## config.mk

```make
export PLATFORM = sky130hd
export DESIGN_NAME = scrolling_segment_banner_core
export DESIGN_NICKNAME = d
export VERILOG_FILES = /design/src/ssb_pkg.sv /design/src/ssb_key_ctrl.sv /design/src/ssb_banner.sv /design/src/scrolling_segment_banner_core.sv
export SDC_FILE = /design/constraint.sdc
export NUM_CORES = 1
export LEC_CHECK = 0
export ABC_AREA = 1
export BUFFER_PORTS_ARGS = -buffer_cell sky130_fd_sc_hd__buf_2
export CAP_MARGIN = 20
export CORE_MARGIN = 3
export CORE_UTILIZATION = 55
export CTS_CLUSTER_DIAMETER = 50
export DETAILED_ROUTE_END_ITERATION = 10
export GPL_ROUTABILITY_DRIVEN = 0
export GPL_TIMING_DRIVEN = 0
export PLACE_DENSITY = 0.74
export SYNTH_ARGS = -nofsm -noshare
export SYNTH_HDL_FRONTEND = slang
export SYNTH_SLANG_ARGS = --single-unit
```

## constraint.sdc

```tcl
create_clock -name clk -period 5 [get_ports clk]
set_clock_uncertainty 0.15 [all_clocks]
set_input_delay 0.75 -clock clk [delete_from_list [all_inputs] [get_ports clk]]
set_output_delay 0.75 -clock clk [all_outputs]
set_load 0.01 [all_outputs]
```

## src/ssb_pkg.sv

```systemverilog
// Shared types and constants for the scrolling segment banner.
// Holds the banner reset pattern, the period constants and the control struct.
// No dependencies.
package ssb_pkg;

  localparam int BannerLength = 20;
  localparam int SegWidth     = 8;
  localparam int PeriodWidth  = 32;
  localparam int KeyWidth     = 4;

  localparam logic [PeriodWidth-1:0] DefaultPeriod = 32'd50000000;
  localparam logic [PeriodWidth-1:0] PeriodMax     = 32'hFFFF_FFFF;
  localparam logic [PeriodWidth-1:0] PeriodMin     = 32'd1;

  // Key codes, bit n is key n.
  localparam logic [KeyWidth-1:0] KeyPause  = 4'b0001;
  localparam logic [KeyWidth-1:0] KeyFaster = 4'b0010;
  localparam logic [KeyWidth-1:0] KeySlower = 4'b0100;
  localparam logic [KeyWidth-1:0] KeyDir    = 4'b1000;
  localparam logic [KeyWidth-1:0] KeyNone   = 4'b0000;

  typedef logic [BannerLength-1:0][SegWidth-1:0] banner_t;

  // Step controls in force after key handling.
  typedef struct packed {
    logic                   scroll_on;
    logic                   rotate_left;
    logic [PeriodWidth-1:0] period;
  } ssb_ctrl_t;

  // Banner after reset: "U OF T ECE-243" as segment codes, with blanks between words, then blanks.
  function automatic banner_t banner_reset();
    banner_t b;
    b = '0;
    b[0]  = 8'h3E;
    b[1]  = 8'h00;
    b[2]  = 8'h5C;
    b[3]  = 8'h71;
    b[4]  = 8'h00;
    b[5]  = 8'h78;
    b[6]  = 8'h00;
    b[7]  = 8'h79;
    b[8]  = 8'h39;
    b[9]  = 8'h79;
    b[10] = 8'h40;
    b[11] = 8'h5B;
    b[12] = 8'h66;
    b[13] = 8'h4F;
    return b;
  endfunction

endpackage

```

## src/ssb_key_ctrl.sv

```systemverilog
// Key latches, pause and direction flags, and the step period register.
// Uses ssb_pkg for widths, key codes and the control struct.
module ssb_key_ctrl (
  input  logic                            clk,
  input  logic                            rst,
  input  logic                            step,
  input  logic [ssb_pkg::KeyWidth-1:0]    keys,
  input  logic                            cfg_we,
  input  logic [ssb_pkg::PeriodWidth-1:0] cfg_wdata,
  output logic [ssb_pkg::PeriodWidth-1:0] period,
  output ssb_pkg::ssb_ctrl_t              ctrl_next
);

  logic [ssb_pkg::KeyWidth-1:0]    latches;
  logic [ssb_pkg::KeyWidth-1:0]    latches_next;
  logic                            scroll_on;
  logic                            rotate_left;
  logic [ssb_pkg::PeriodWidth-1:0] halved;
  logic [ssb_pkg::PeriodWidth-1:0] doubled;

  assign halved  = (period[ssb_pkg::PeriodWidth-1:1] == '0) ? ssb_pkg::PeriodMin
                 : {1'b0, period[ssb_pkg::PeriodWidth-1:1]};
  assign doubled = period[ssb_pkg::PeriodWidth-1] ? ssb_pkg::PeriodMax
                 : {period[ssb_pkg::PeriodWidth-2:0], 1'b0};

  always_comb begin
    latches_next          = latches;
    ctrl_next.scroll_on   = scroll_on;
    ctrl_next.rotate_left = rotate_left;
    ctrl_next.period      = period;
    if (keys == ssb_pkg::KeyPause || keys == ssb_pkg::KeyFaster ||
        keys == ssb_pkg::KeySlower || keys == ssb_pkg::KeyDir) begin
      latches_next = latches | keys;
    end else if (keys == ssb_pkg::KeyNone) begin
      if ((latches & ssb_pkg::KeyPause) != '0) begin
        latches_next        = latches & ~ssb_pkg::KeyPause;
        ctrl_next.scroll_on = ~scroll_on;
      end else if ((latches & ssb_pkg::KeyFaster) != '0) begin
        latches_next     = latches & ~ssb_pkg::KeyFaster;
        ctrl_next.period = halved;
      end else if ((latches & ssb_pkg::KeySlower) != '0) begin
        latches_next     = latches & ~ssb_pkg::KeySlower;
        ctrl_next.period = doubled;
      end else if ((latches & ssb_pkg::KeyDir) != '0) begin
        latches_next          = latches & ~ssb_pkg::KeyDir;
        ctrl_next.rotate_left = ~rotate_left;
      end
    end
  end

  always_ff @(posedge clk) begin
    if (rst) begin
      latches     <= '0;
      scroll_on   <= 1'b1;
      rotate_left <= 1'b1;
      period      <= ssb_pkg::DefaultPeriod;
    end else if (cfg_we) begin
      // A zero period behaves as one tick.
      period <= (cfg_wdata == '0) ? ssb_pkg::PeriodMin : cfg_wdata;
    end else if (step) begin
      latches     <= latches_next;
      scroll_on   <= ctrl_next.scroll_on;
      rotate_left <= ctrl_next.rotate_left;
      period      <= ctrl_next.period;
    end
  end

endmodule

```

## src/ssb_banner.sv

```systemverilog
// Banner store with one-entry rotation and the six-digit segment readout.
// Uses ssb_pkg for the banner type, reset pattern and control struct.
module ssb_banner (
  input  logic                 clk,
  input  logic                 rst,
  input  logic                 step,
  input  ssb_pkg::ssb_ctrl_t   ctrl,
  output logic [31:0]          digits_low,
  output logic [15:0]          digits_high
);

  ssb_pkg::banner_t banner;
  ssb_pkg::banner_t banner_next;

  always_comb begin
    banner_next = banner;
    if (ctrl.scroll_on) begin
      if (ctrl.rotate_left) begin
        for (int i = 0; i < ssb_pkg::BannerLength - 1; i++) begin
          banner_next[i] = banner[i+1];
        end
        banner_next[ssb_pkg::BannerLength-1] = banner[0];
      end else begin
        for (int i = 1; i < ssb_pkg::BannerLength; i++) begin
          banner_next[i] = banner[i-1];
        end
        banner_next[0] = banner[ssb_pkg::BannerLength-1];
      end
    end
  end

  always_ff @(posedge clk) begin
    if (rst) begin
      banner <= ssb_pkg::banner_reset();
    end else if (step) begin
      banner <= banner_next;
    end
  end

  assign digits_low  = {banner[2], banner[3], banner[4], banner[5]};
  assign digits_high = {banner[0], banner[1]};

endmodule

```

## src/scrolling_segment_banner_core.sv

```systemverilog
// Top level of the scrolling segment banner: tick counter and result register.
// Instantiates ssb_key_ctrl and ssb_banner; uses ssb_pkg.
//
// Each request on the s_ channel is one clock tick carrying the four key
// levels. A tick counter counts requests; when it reaches the step period it
// restarts and one step runs, which handles the keys and emits one result on
// the m_ channel with the six leftmost banner digits, the scroll and direction
// flags and the period now in force. Ticks that run no step give no result.
// Results appear in the cycle after the tick request that caused them.
// A request is taken in every cycle while the result register is empty or
// being drained, so the sustained rate is one tick per cycle. When the
// receiver stalls with a result waiting, s_tready drops until it is taken.
// The cfg_we/cfg_wdata port loads the step period directly; zero acts as one.
// Reset restores a period of 50000000 ticks, scrolling on, leftward motion,
// clear key latches, the default banner and an empty result register.
module scrolling_segment_banner_core (
  input  logic        clk,
  input  logic        rst,
  input  logic        s_tvalid,
  output logic        s_tready,
  input  logic [7:0]  s_tdata,   // [3:0] key_levels, [7:4] zero
  output logic        m_tvalid,
  input  logic        m_tready,
  // [31:0] digits_low_word, [47:32] digits_high_word, [48] scrolling_on,
  // [49] rotate_left, [81:50] current_period, [87:82] zero
  output logic [87:0] m_tdata,
  input  logic        cfg_we,
  input  logic [31:0] cfg_wdata
);

  logic                            accept;
  logic                            step;
  logic [ssb_pkg::PeriodWidth-1:0] tick_count;
  logic [ssb_pkg::PeriodWidth-1:0] tick_count_next;
  logic [ssb_pkg::PeriodWidth-1:0] period;
  ssb_pkg::ssb_ctrl_t              ctrl_next;
  logic [31:0]                     digits_low;
  logic [15:0]                     digits_high;

  assign s_tready        = ~m_tvalid | m_tready;
  assign accept          = s_tvalid & s_tready;
  assign tick_count_next = tick_count + 32'd1;
  assign step            = accept & (tick_count_next >= period);

  ssb_key_ctrl u_key_ctrl (
    .clk       (clk),
    .rst       (rst),
    .step      (step),
    .keys      (s_tdata[ssb_pkg::KeyWidth-1:0]),
    .cfg_we    (cfg_we),
    .cfg_wdata (cfg_wdata),
    .period    (period),
    .ctrl_next (ctrl_next)
  );

  ssb_banner u_banner (
    .clk         (clk),
    .rst         (rst),
    .step        (step),
    .ctrl        (ctrl_next),
    .digits_low  (digits_low),
    .digits_high (digits_high)
  );

  always_ff @(posedge clk) begin
    if (rst) begin
      tick_count <= '0;
    end else if (accept) begin
      tick_count <= step ? '0 : tick_count_next;
    end
  end

  always_ff @(posedge clk) begin
    if (rst) begin
      m_tvalid <= 1'b0;
    end else if (s_tready) begin
      m_tvalid <= step;
    end
  end

  always_ff @(posedge clk) begin
    if (step) begin
      m_tdata <= {6'b0, ctrl_next.period, ctrl_next.rotate_left, ctrl_next.scroll_on,
                  digits_high, digits_low};
    end
  end

endmodule
```

; ---- Word level (Yosys, flattened, before mapping)
; Cells that the tools add are included.
[op_classes]
n_lt_le_gt_ge = 1
n_bitwise = 8
reduce_logical = 14
addsub = 1
n_mux = 21
n_eq_ne = 7
[ops]
columns = cell, count
row1 = $mux W32, 7
row2 = $mux W160, 1
row3 = $mux W34, 2
row4 = $mux W33, 1
row5 = $add A32 B1 Y32 const B, 1
row6 = $ge A32 B32 Y1, 1
row7 = $logic_not A32 Y1, 1
row8 = $logic_not A31 Y1, 1
row9 = $mux W31, 1
row10 = $mux W4, 5
row11 = $ne A2 B2 Y1 const B, 3
row12 = $reduce_and A6 Y1, 1
row13 = $reduce_and A5 Y1, 1
row14 = $eq A4 B1 Y1 const B, 1
row15 = $eq A4 B2 Y1 const B, 1
row16 = $eq A4 B3 Y1 const B, 1
row17 = $eq A4 B4 Y1 const B, 1
row18 = $logic_not A4 Y1, 1
row19 = $mux W1, 4
row20 = $not A1 Y1, 4
row21 = $or A4 B4 Y4, 1
row22 = $reduce_and A2 Y1, 2
row23 = $reduce_and A4 Y1, 1
row24 = $reduce_bool A2 Y1, 2
row25 = 4 further kinds, 7
[totals]
output_inout_bits = 90
wordCells = 82
inputBits = 45
reg_bits = 313

; ---- Logic depth before layout (Yosys ltp)
; Gate-level depths: netlist of the first run.
[depth]
ltp_word = 9
ltp_mapped = 26
depth_no_buf = 24

; ---- Modules after synthesis
; Synthesis of the first run repeated with hierarchy kept, for this count alone.
[hier_totals]
cells_unflattened = 2475
area_unflattened_um2 = 17022.6
[by_module_without_submodules]
columns = mod, cells_per_inst, seq_area_each_um2, instances, area_per_inst_um2
row1 = ssb_banner, 1343, 3203.1, 1, 8331.7
row2 = scrolling_segment_banner_core, 581, 3123.0, 1, 5631.7
row3 = ssb_key_ctrl, 551, 760.7, 1, 3059.2

; ---- Worst setup path before layout of the first run
; Ideal clock, no wire load.
[synth_path]
kind = register to register
start = register tick_count[0] (netlist name)
end = register m_tdata[0], enable pin
synth_period_minus_slack_ns = 4.168
slack_ns = 0.832
t_required_ns = 4.444
stages_incl_launch_ff = 20
n_path_buf = 2
setup_time_ns = 0.406
t_arrival_ns = 3.612
path_cell_list = dfxtp_1 -> ha_1 -> nand3_2 -> nor3_2 -> nand2_1 -> nor3_2 -> nand2_1 -> nor2_1 -> xor2_1 -> ha_1 -> nand2_1 -> nor2_1 -> nand4_1 -> a21oi_1 -> nor2_1 -> nand2_2 -> nand2_2 -> inv_2 -> buf_4 -> buf_2
[synth_via]
elab_chain_cells = 3
[synth_rtl]
columns = item, line_no
row1 = from (decl), scrolling_segment_banner_core.sv:33  ; logic [ssb_pkg::PeriodWidth-1:0] tick_count;
row2 = from (signal assigned), scrolling_segment_banner_core.sv:69  ; tick_count <= step ? '0 : tick_count_next;
row3 = $add A32 B1 Y32, scrolling_segment_banner_core.sv:42  ; assign tick_count_next = tick_count + 32'd1;
row4 = $ge A32 B32 Y1, scrolling_segment_banner_core.sv:43  ; assign step = accept & (tick_count_next >= period);
row5 = $and A1 B1 Y1, scrolling_segment_banner_core.sv:43
row6 = via step, scrolling_segment_banner_core.sv:32  ; logic step;
row7 = to (signal assigned), scrolling_segment_banner_core.sv:83  ; m_tdata <= {6'b0, ctrl_next.period, ctrl_next.rotate_left, ctrl_next.scroll_on,
row8 = to (decl), scrolling_segment_banner_core.sv:26  ; output logic [87:0] m_tdata,
; The timed path passes the listed nets, and every way through them passes these cells.
; A chain may end at the register's enable or synchronous reset.

; ---- Worst setup path after layout of the first run
[layout_path]
start = register tick_count[0] (netlist name)
end = register m_tdata[75], enable pin
; The elaborated chain is that of the path after synthesis.

==> flow_summary.yaml, run 1 <==
run_status:
  status: "complete, no violations"
setup_path:
  worstPathRequired_ns: 5.04
  arrival_ns: 4.60
  crit_fanout: 48
  critPathLaunchType: "register"
  cp-end-kind: "register"
  cp-startpoint: "tick_count[0]"
  r2r-start: "tick_count[0]"
  crit_type: "reg -> reg"
global_route:
  track_usage_pct: 30.59
  grt_pass1_wl_um: 76430
  grt_pass1_vias: 14570
  grt_max_degree: 49
  gr-total-overflow: 0
  grt_antenna_before_repair: 1
logic_synthesis:
  yosysWarningCount: 0
  syn-cell-area_um2: 15670
  synth_largest_area_cell: "dfxtp_1"
  syn_inst: 2144
  synth_top_area_share_pct: 29.52
  synth.area.top_cells: "dfxtp_1, nand2_1, edfxtp_1"
  async_flop_share_pct: 0
  ys_seq_elements: 313
  post-synth-top-count-cell: "nand2_1"
  avgSynthCellArea_um2: 7.306
  yosysSeqAreaShare_pct: 45.24
  yosys.cell_types.count: 44
  synth_edf_count: 82
  synthFlopType: "dfxtp_1"
  synth_commonest_cells: "nand2_1, nand3_1, dfxtp_1"
sta:
  slew_headroom_pct: 41.48
  worst_slew_pin_slew_ns: 0.8777
  rsz0062_at_grt: "no"
  hold_violations: 0
  finalSetupTns_ns: 0
  fin_crit_ns: 4.560
  min_period_over_period_pct: 91.21
  setup_ws_ns: 0.4396
  setup_viol: 0
  max_freq_ghz: 0.2193
  slew_violations: 0
final_layout:
  syn2layout_area_growth_pct: 14.50
  fillCellCount: 2440
  diodes: 0
  multi_input_area_um2: 7261
  seqCellArea_um2: 7087
  final_cells: 2713
  nNetsFinal: 2388
  drive_gt1_share_pct: 11.43
run:
  maxCapViolations: 0
floorplan:
  die_x_um: 174.8
  initial_core_util_pct: 56.08
  core_um2: 27930
  ios: 135
  rows: 61
  dieArea_um2: 30540
  die_h_um: 174.8
route:
  drtIter0Drc: 1936
  wl_per_cell_um: 17.77
  totalWireLength_um: 48210
  via_per_inst: 5.741
  drc: 0
  firstDrtPassIters: 6
  vias: 15580
  postRouteAntennaNets: 0
placed_design:
  preCtsSetupSlack_ns: 0.3585
  dp_hpwl_um: 35110
  io_buffers: 123
  place_inst: 2651
clock_tree:
  path_clk_slew_ns: 0.06
  root_buffer: "clkbuf_16"
  clkLatencyLatePin_ns: 0.51
  clock-sinks: 313
  post_cts_buffers: 0
  cts_htree_levels: 2
  cts_buffers: 35
  cts_buffer_depth: 3
  cts_tree: "built"
pwr:
  power.density_nw_per_um2: 302.3
  p_leak_uw: 0.007098
  finalPower_uw: 5422
  peakVddDrop_uv: 241.7
hold_path:
  min_from: "u_banner.banner[106]"
  min_path_type: "reg -> reg"
## metal layers
| layer | GRT usage (%) | vias up | share of wire [%] |
|---|---|---|---|
| met5 | 0 | - | 0.027 |
| met4 | 11.50 | 2 | 3.7 |
| met3 | 4.346 | 141 | 8.2 |
| met2 | 51.53 | 802 | 47 |
| met1 | 40.13 | 7221 | 41 |
| li1 | - | 7409 | - |
## worst max-delay path: stages (launching register included)
cell	delay, ns
dfxtp_1	0.44
ha_1	0.30
nand3_2	0.17
nor3_2	0.17
nand2_1	0.12
nor3_2	0.22
nand2_1	0.13
nor2_1	0.13
xor2_1	0.30
ha_1	0.18
nand2_1	0.05
nor2_1	0.14
nand4_1	0.13
a21oi_1	0.19
nor2_1	0.09
nand2_2	0.14
nand2_2	0.14
inv_2	0.10
buf_4	0.20
buf_6	0.41
buf_16	0.30
## final cells by class
cell class | count | share of cell area (%)
buffer | 152 | 4.164
sequential | 313 | 39.51
tap | 378 | 2.637
multi-input combinational | 1526 | 40.48
clock inverter | 17 | 1.102
timing repair buffer | 124 | 3.585
inverter | 158 | 3.320
clock buffer | 45 | 5.204
## placed cells by master (no fill, tap or decap), types with 21 or more instances in the layout
master,netlist,final
nor2_1,91,91
a21oi_1,193,193
clkbuf_1,71,79
dfxtp_1,231,231
buf_2,55,177
inv_1,151,151
edfxtp_1,82,82
o21ai_0,157,157
nand3_1,242,242
clkbuf_16,0,35
o22ai_1,25,25
xor2_1,21,21
ha_1,33,33
nand2_1,659,659
## metrics by stage
stage	util, %	area (um2)	hold WS [ns]
4_1_cts	64.20	17930	0.3065
3_3_place_gp	60.04	16770	0.2876
2_1_floorplan	-	15680	0.2789
3_5_place_dp	60.15	16800	0.2923
5_1_grt	64.21	17940	0.3253
6_report	64.21	17940	0.3082
## power breakdown
| group | switching (uW) | total [uW] | internal, uW |
|---|---|---|---|
| logic | 166 | 233 | 67.2 |
| registers | 13.3 | 2620 | 2610 |
| clock network | 1040 | 2570 | 1530 |
## flip-flops by register name, indices dropped and copies added, names as in the netlist
register,count
u_key_ctrl.rotate_left,1
m_tvalid,1
m_tdata,82
u_key_ctrl.period,32
u_banner.digits_high,16
u_key_ctrl.latches,4
u_key_ctrl.scroll_on,1
u_banner.digits_low,32
tick_count,32
u_banner.banner,112
## kinds of logic (layout without fill, tap and decap cells)
logic type	Yosys count	after routing	synth area share, %
buffers and inverters	310	496	8.530
flip-flops	313	313	45.24
adder cells (fa/ha/maj)	33	33	2.636
AO/OA/AOI/OAI	414	414	13.85
XOR/XNOR	30	30	1.797
AND/OR/NAND/NOR	1043	1043	27.92
other	1	6	0.02394
## repair_timing
action	in CTS	in global routing
resized for setup	0	1
hold buffers	0	0
setup endpoints to repair	0	41
endpoints found under the hold margin	0	0
## final timing paths
| path | slack [ns] | end | cells past startpoint |
|---|---|---|---|
| setup reg to reg | 0.44 | m_tdata[75] | 20 |
| hold / removal | 0.31 | u_banner.banner[106] | 2 |
| setup / recovery | 0.44 | m_tdata[75] | 20 |
| hold reg to reg | 0.31 | u_banner.banner[106] | 2 |
Note: power is estimated with default switching activity, not from simulation.
==> run 2, diff against run 1 <==
GPL_TIMING_DRIVEN = unset   (was 0)
==> run 2 against run 1 <==
  * Largest power group unchanged
  * Sequential power about the same
  * Setup slack better by 0.36 ns
  * Count of clock-buffer cells in the layout down 4
  * Total power down 1.1%
  * Final cell count down 4.3%
  * Die area unchanged
  * Routed wire length down 17%
  * Hold slack worse by 0.0011 ns
  * Utilization down 1.5 points
==> flow_summary.yaml, run 2 (synthesized netlist as in run 1, its figures left out) <==
setup_path:
  rrSetupSlack_ns: 0.80
  arrival_ns: 4.48
  crit_fanout: 39
  reg2reg_to: "u_banner.digits_low[24]"
  critPathMaxStageDelay_ns: 0.42
  crit_type: "reg -> reg"
  path_cells: "ha_1 > nand3_2 > nor3_2 > nand2_1 > nor3_2 > nand2_1 > nor2_1 > xor2_1 > ha_1 > nand2_1 > nor2_1 > nand4_1 > a21oi_1 > nor2_1 > nand2_2 > nand2_2 > inv_8 > buf_12 > buf_12 > nand3_1 > a21oi_1"
  slowest_stage: "dfxtp_1"
  critPathLaunchType: "register"
  r2r_cells: 21
  cp-end-kind: "register"
  r2r-start: "tick_count[0]"
  cp-startpoint: "tick_count[0]"
  endpoint: "u_banner.digits_low[24]"
  worstPathRequired_ns: 5.28
route:
  vias: 14490
  firstDrtPassIters: 7
  totalWireLength_um: 39940
  drc: 0
  drtIter0Drc: 1249
  via_per_inst: 5.580
  postRouteAntennaNets: 0
  wl_per_cell_um: 15.38
floorplan:
  rows: 61
  ios: 135
  die_x_um: 174.8
  dieArea_um2: 30540
  initial_core_util_pct: 56.08
  die_h_um: 174.8
  core_um2: 27930
final_layout:
  syn2layout_area_growth_pct: 11.89
  fin_util_pct: 62.75
  reg.largest.list: "u_banner.banner x112, m_tdata x82"
  final_cell_mix: "nand2_1, nand3_1, dfxtp_1"
  drive_gt1_share_pct: 10.32
  largest_register_ffs: 112
  fillCellCount: 2464
  nNetsFinal: 2269
  diodes: 0
  largest_register: "u_banner.banner"
  final_common_cell: "nand2_1"
global_route:
  gr-total-overflow: 0
  met3_usage_pct: 3.585
  grt_pass1_wl_um: 66440
  grt_pass1_vias: 13480
  grt_antenna_before_repair: 0
  track_usage_pct: 25.50
  grt-busiest-layer: "met2"
  use_met2_pct: 44.03
  use_met1_pct: 33.40
  grt_max_degree: 113
clock_tree:
  postCtsResizedCells: 0
  post_cts_buffers: 0
  cts_buffers: 36
  cts_buffer_depth: 3
  cts_htree_levels: 2
  clock-sinks: 313
  cts_tree: "built"
  path_clk_slew_ns: 0.06
  postCtsHoldBufs: 0
  root_buffer: "clkbuf_16"
  clkLatencyLatePin_ns: 0.53
placed_design:
  io_buffers: 124
  preCtsSetupSlack_ns: 0.8305
  dp_hpwl_um: 25410
hold_path:
  hold_path_depth: 0
  min_path_type: "reg -> reg"
pwr:
  peakVddDrop_uv: 216.6
  power.density_nw_per_um2: 306.0
  finalPower_uw: 5363
  p_leak_uw: 0.006881
sta:
  finalSetupTns_ns: 0
  setup_ws_ns: 0.7968
  setup_viol: 0
  rsz0062_at_grt: "no"
  hold_violations: 0
  slew_headroom_pct: 33.62
  slew_violations: 0
  worst_slew_pin_slew_ns: 0.9933
  max_freq_ghz: 0.2379
  min_period_over_period_pct: 84.06
  fin_crit_ns: 4.203
run_status:
  status: "complete, no violations"
run:
  maxCapViolations: 0
run 2: worst max-delay path: cells and delay by family (launching register included):
| family | cells | cell delay, ns |
|---|---|---|
| and+or+nand+nor | 13 | 1.82 |
| buffers and inverters | 3 | 0.68 |
| adders and majority gates | 2 | 0.55 |
| DFF | 1 | 0.42 |
| AOI/OAI and AO/OA | 2 | 0.33 |
| xor gates and xnor gates | 1 | 0.10 |
run 2: layout make-up:
cell class                 instances  area, um2  share of cell area (%)
multi-input combinational       1526       7266                   41.45
sequential                       313       7087                   40.43
timing repair buffer             156      967.2                   5.518
clock buffer                      41      950.9                   5.425
inverter                         158      603.1                   3.441
tap                              378      473.0                   2.698
clock inverter                    25      181.4                   1.035
run 2: routing by layer:
metal / vias up / routed length [um]
met5: - / 0
met4: 0 / 853
met3: 65 / 2294
met2: 480 / 19690
met1: 6786 / 17110
li1: 7159 / -
run 2: stage by stage:
| step | std cells | instance area [um2] | hold WS (ns) |
|---|---|---|---|
| after floorplan | 2149 | 15680 | 0.2789 |
| after global placement | 2530 | 16380 | 0.2878 |
| after detailed placement | 2530 | 16380 | 0.2922 |
| after CTS | 2596 | 17510 | 0.3113 |
| after global routing | 2597 | 17530 | 0.3208 |
| final | 2597 | 17530 | 0.3072 |
run 2: worst min path at each step:
stage | start | end
floorplan | u_banner.banner[102] | u_banner.banner[102]
global placement | u_banner.banner[75] | u_banner.banner[75]
detailed placement | u_banner.digits_low[19] | m_tdata[19]
CTS | u_banner.banner[147] | u_banner.banner[147]
global route | u_banner.banner[85] | u_banner.banner[85]
finish | u_banner.digits_high[6] | m_tdata[38]
run 2: where the power goes:
group / switching (uW) / leakage, uW / internal, uW
Clock: 1060 / 0.000562 / 1470
Combinational: 152 / 0.00376 / 61.6
Sequential: 11.9 / 0.00256 / 2610
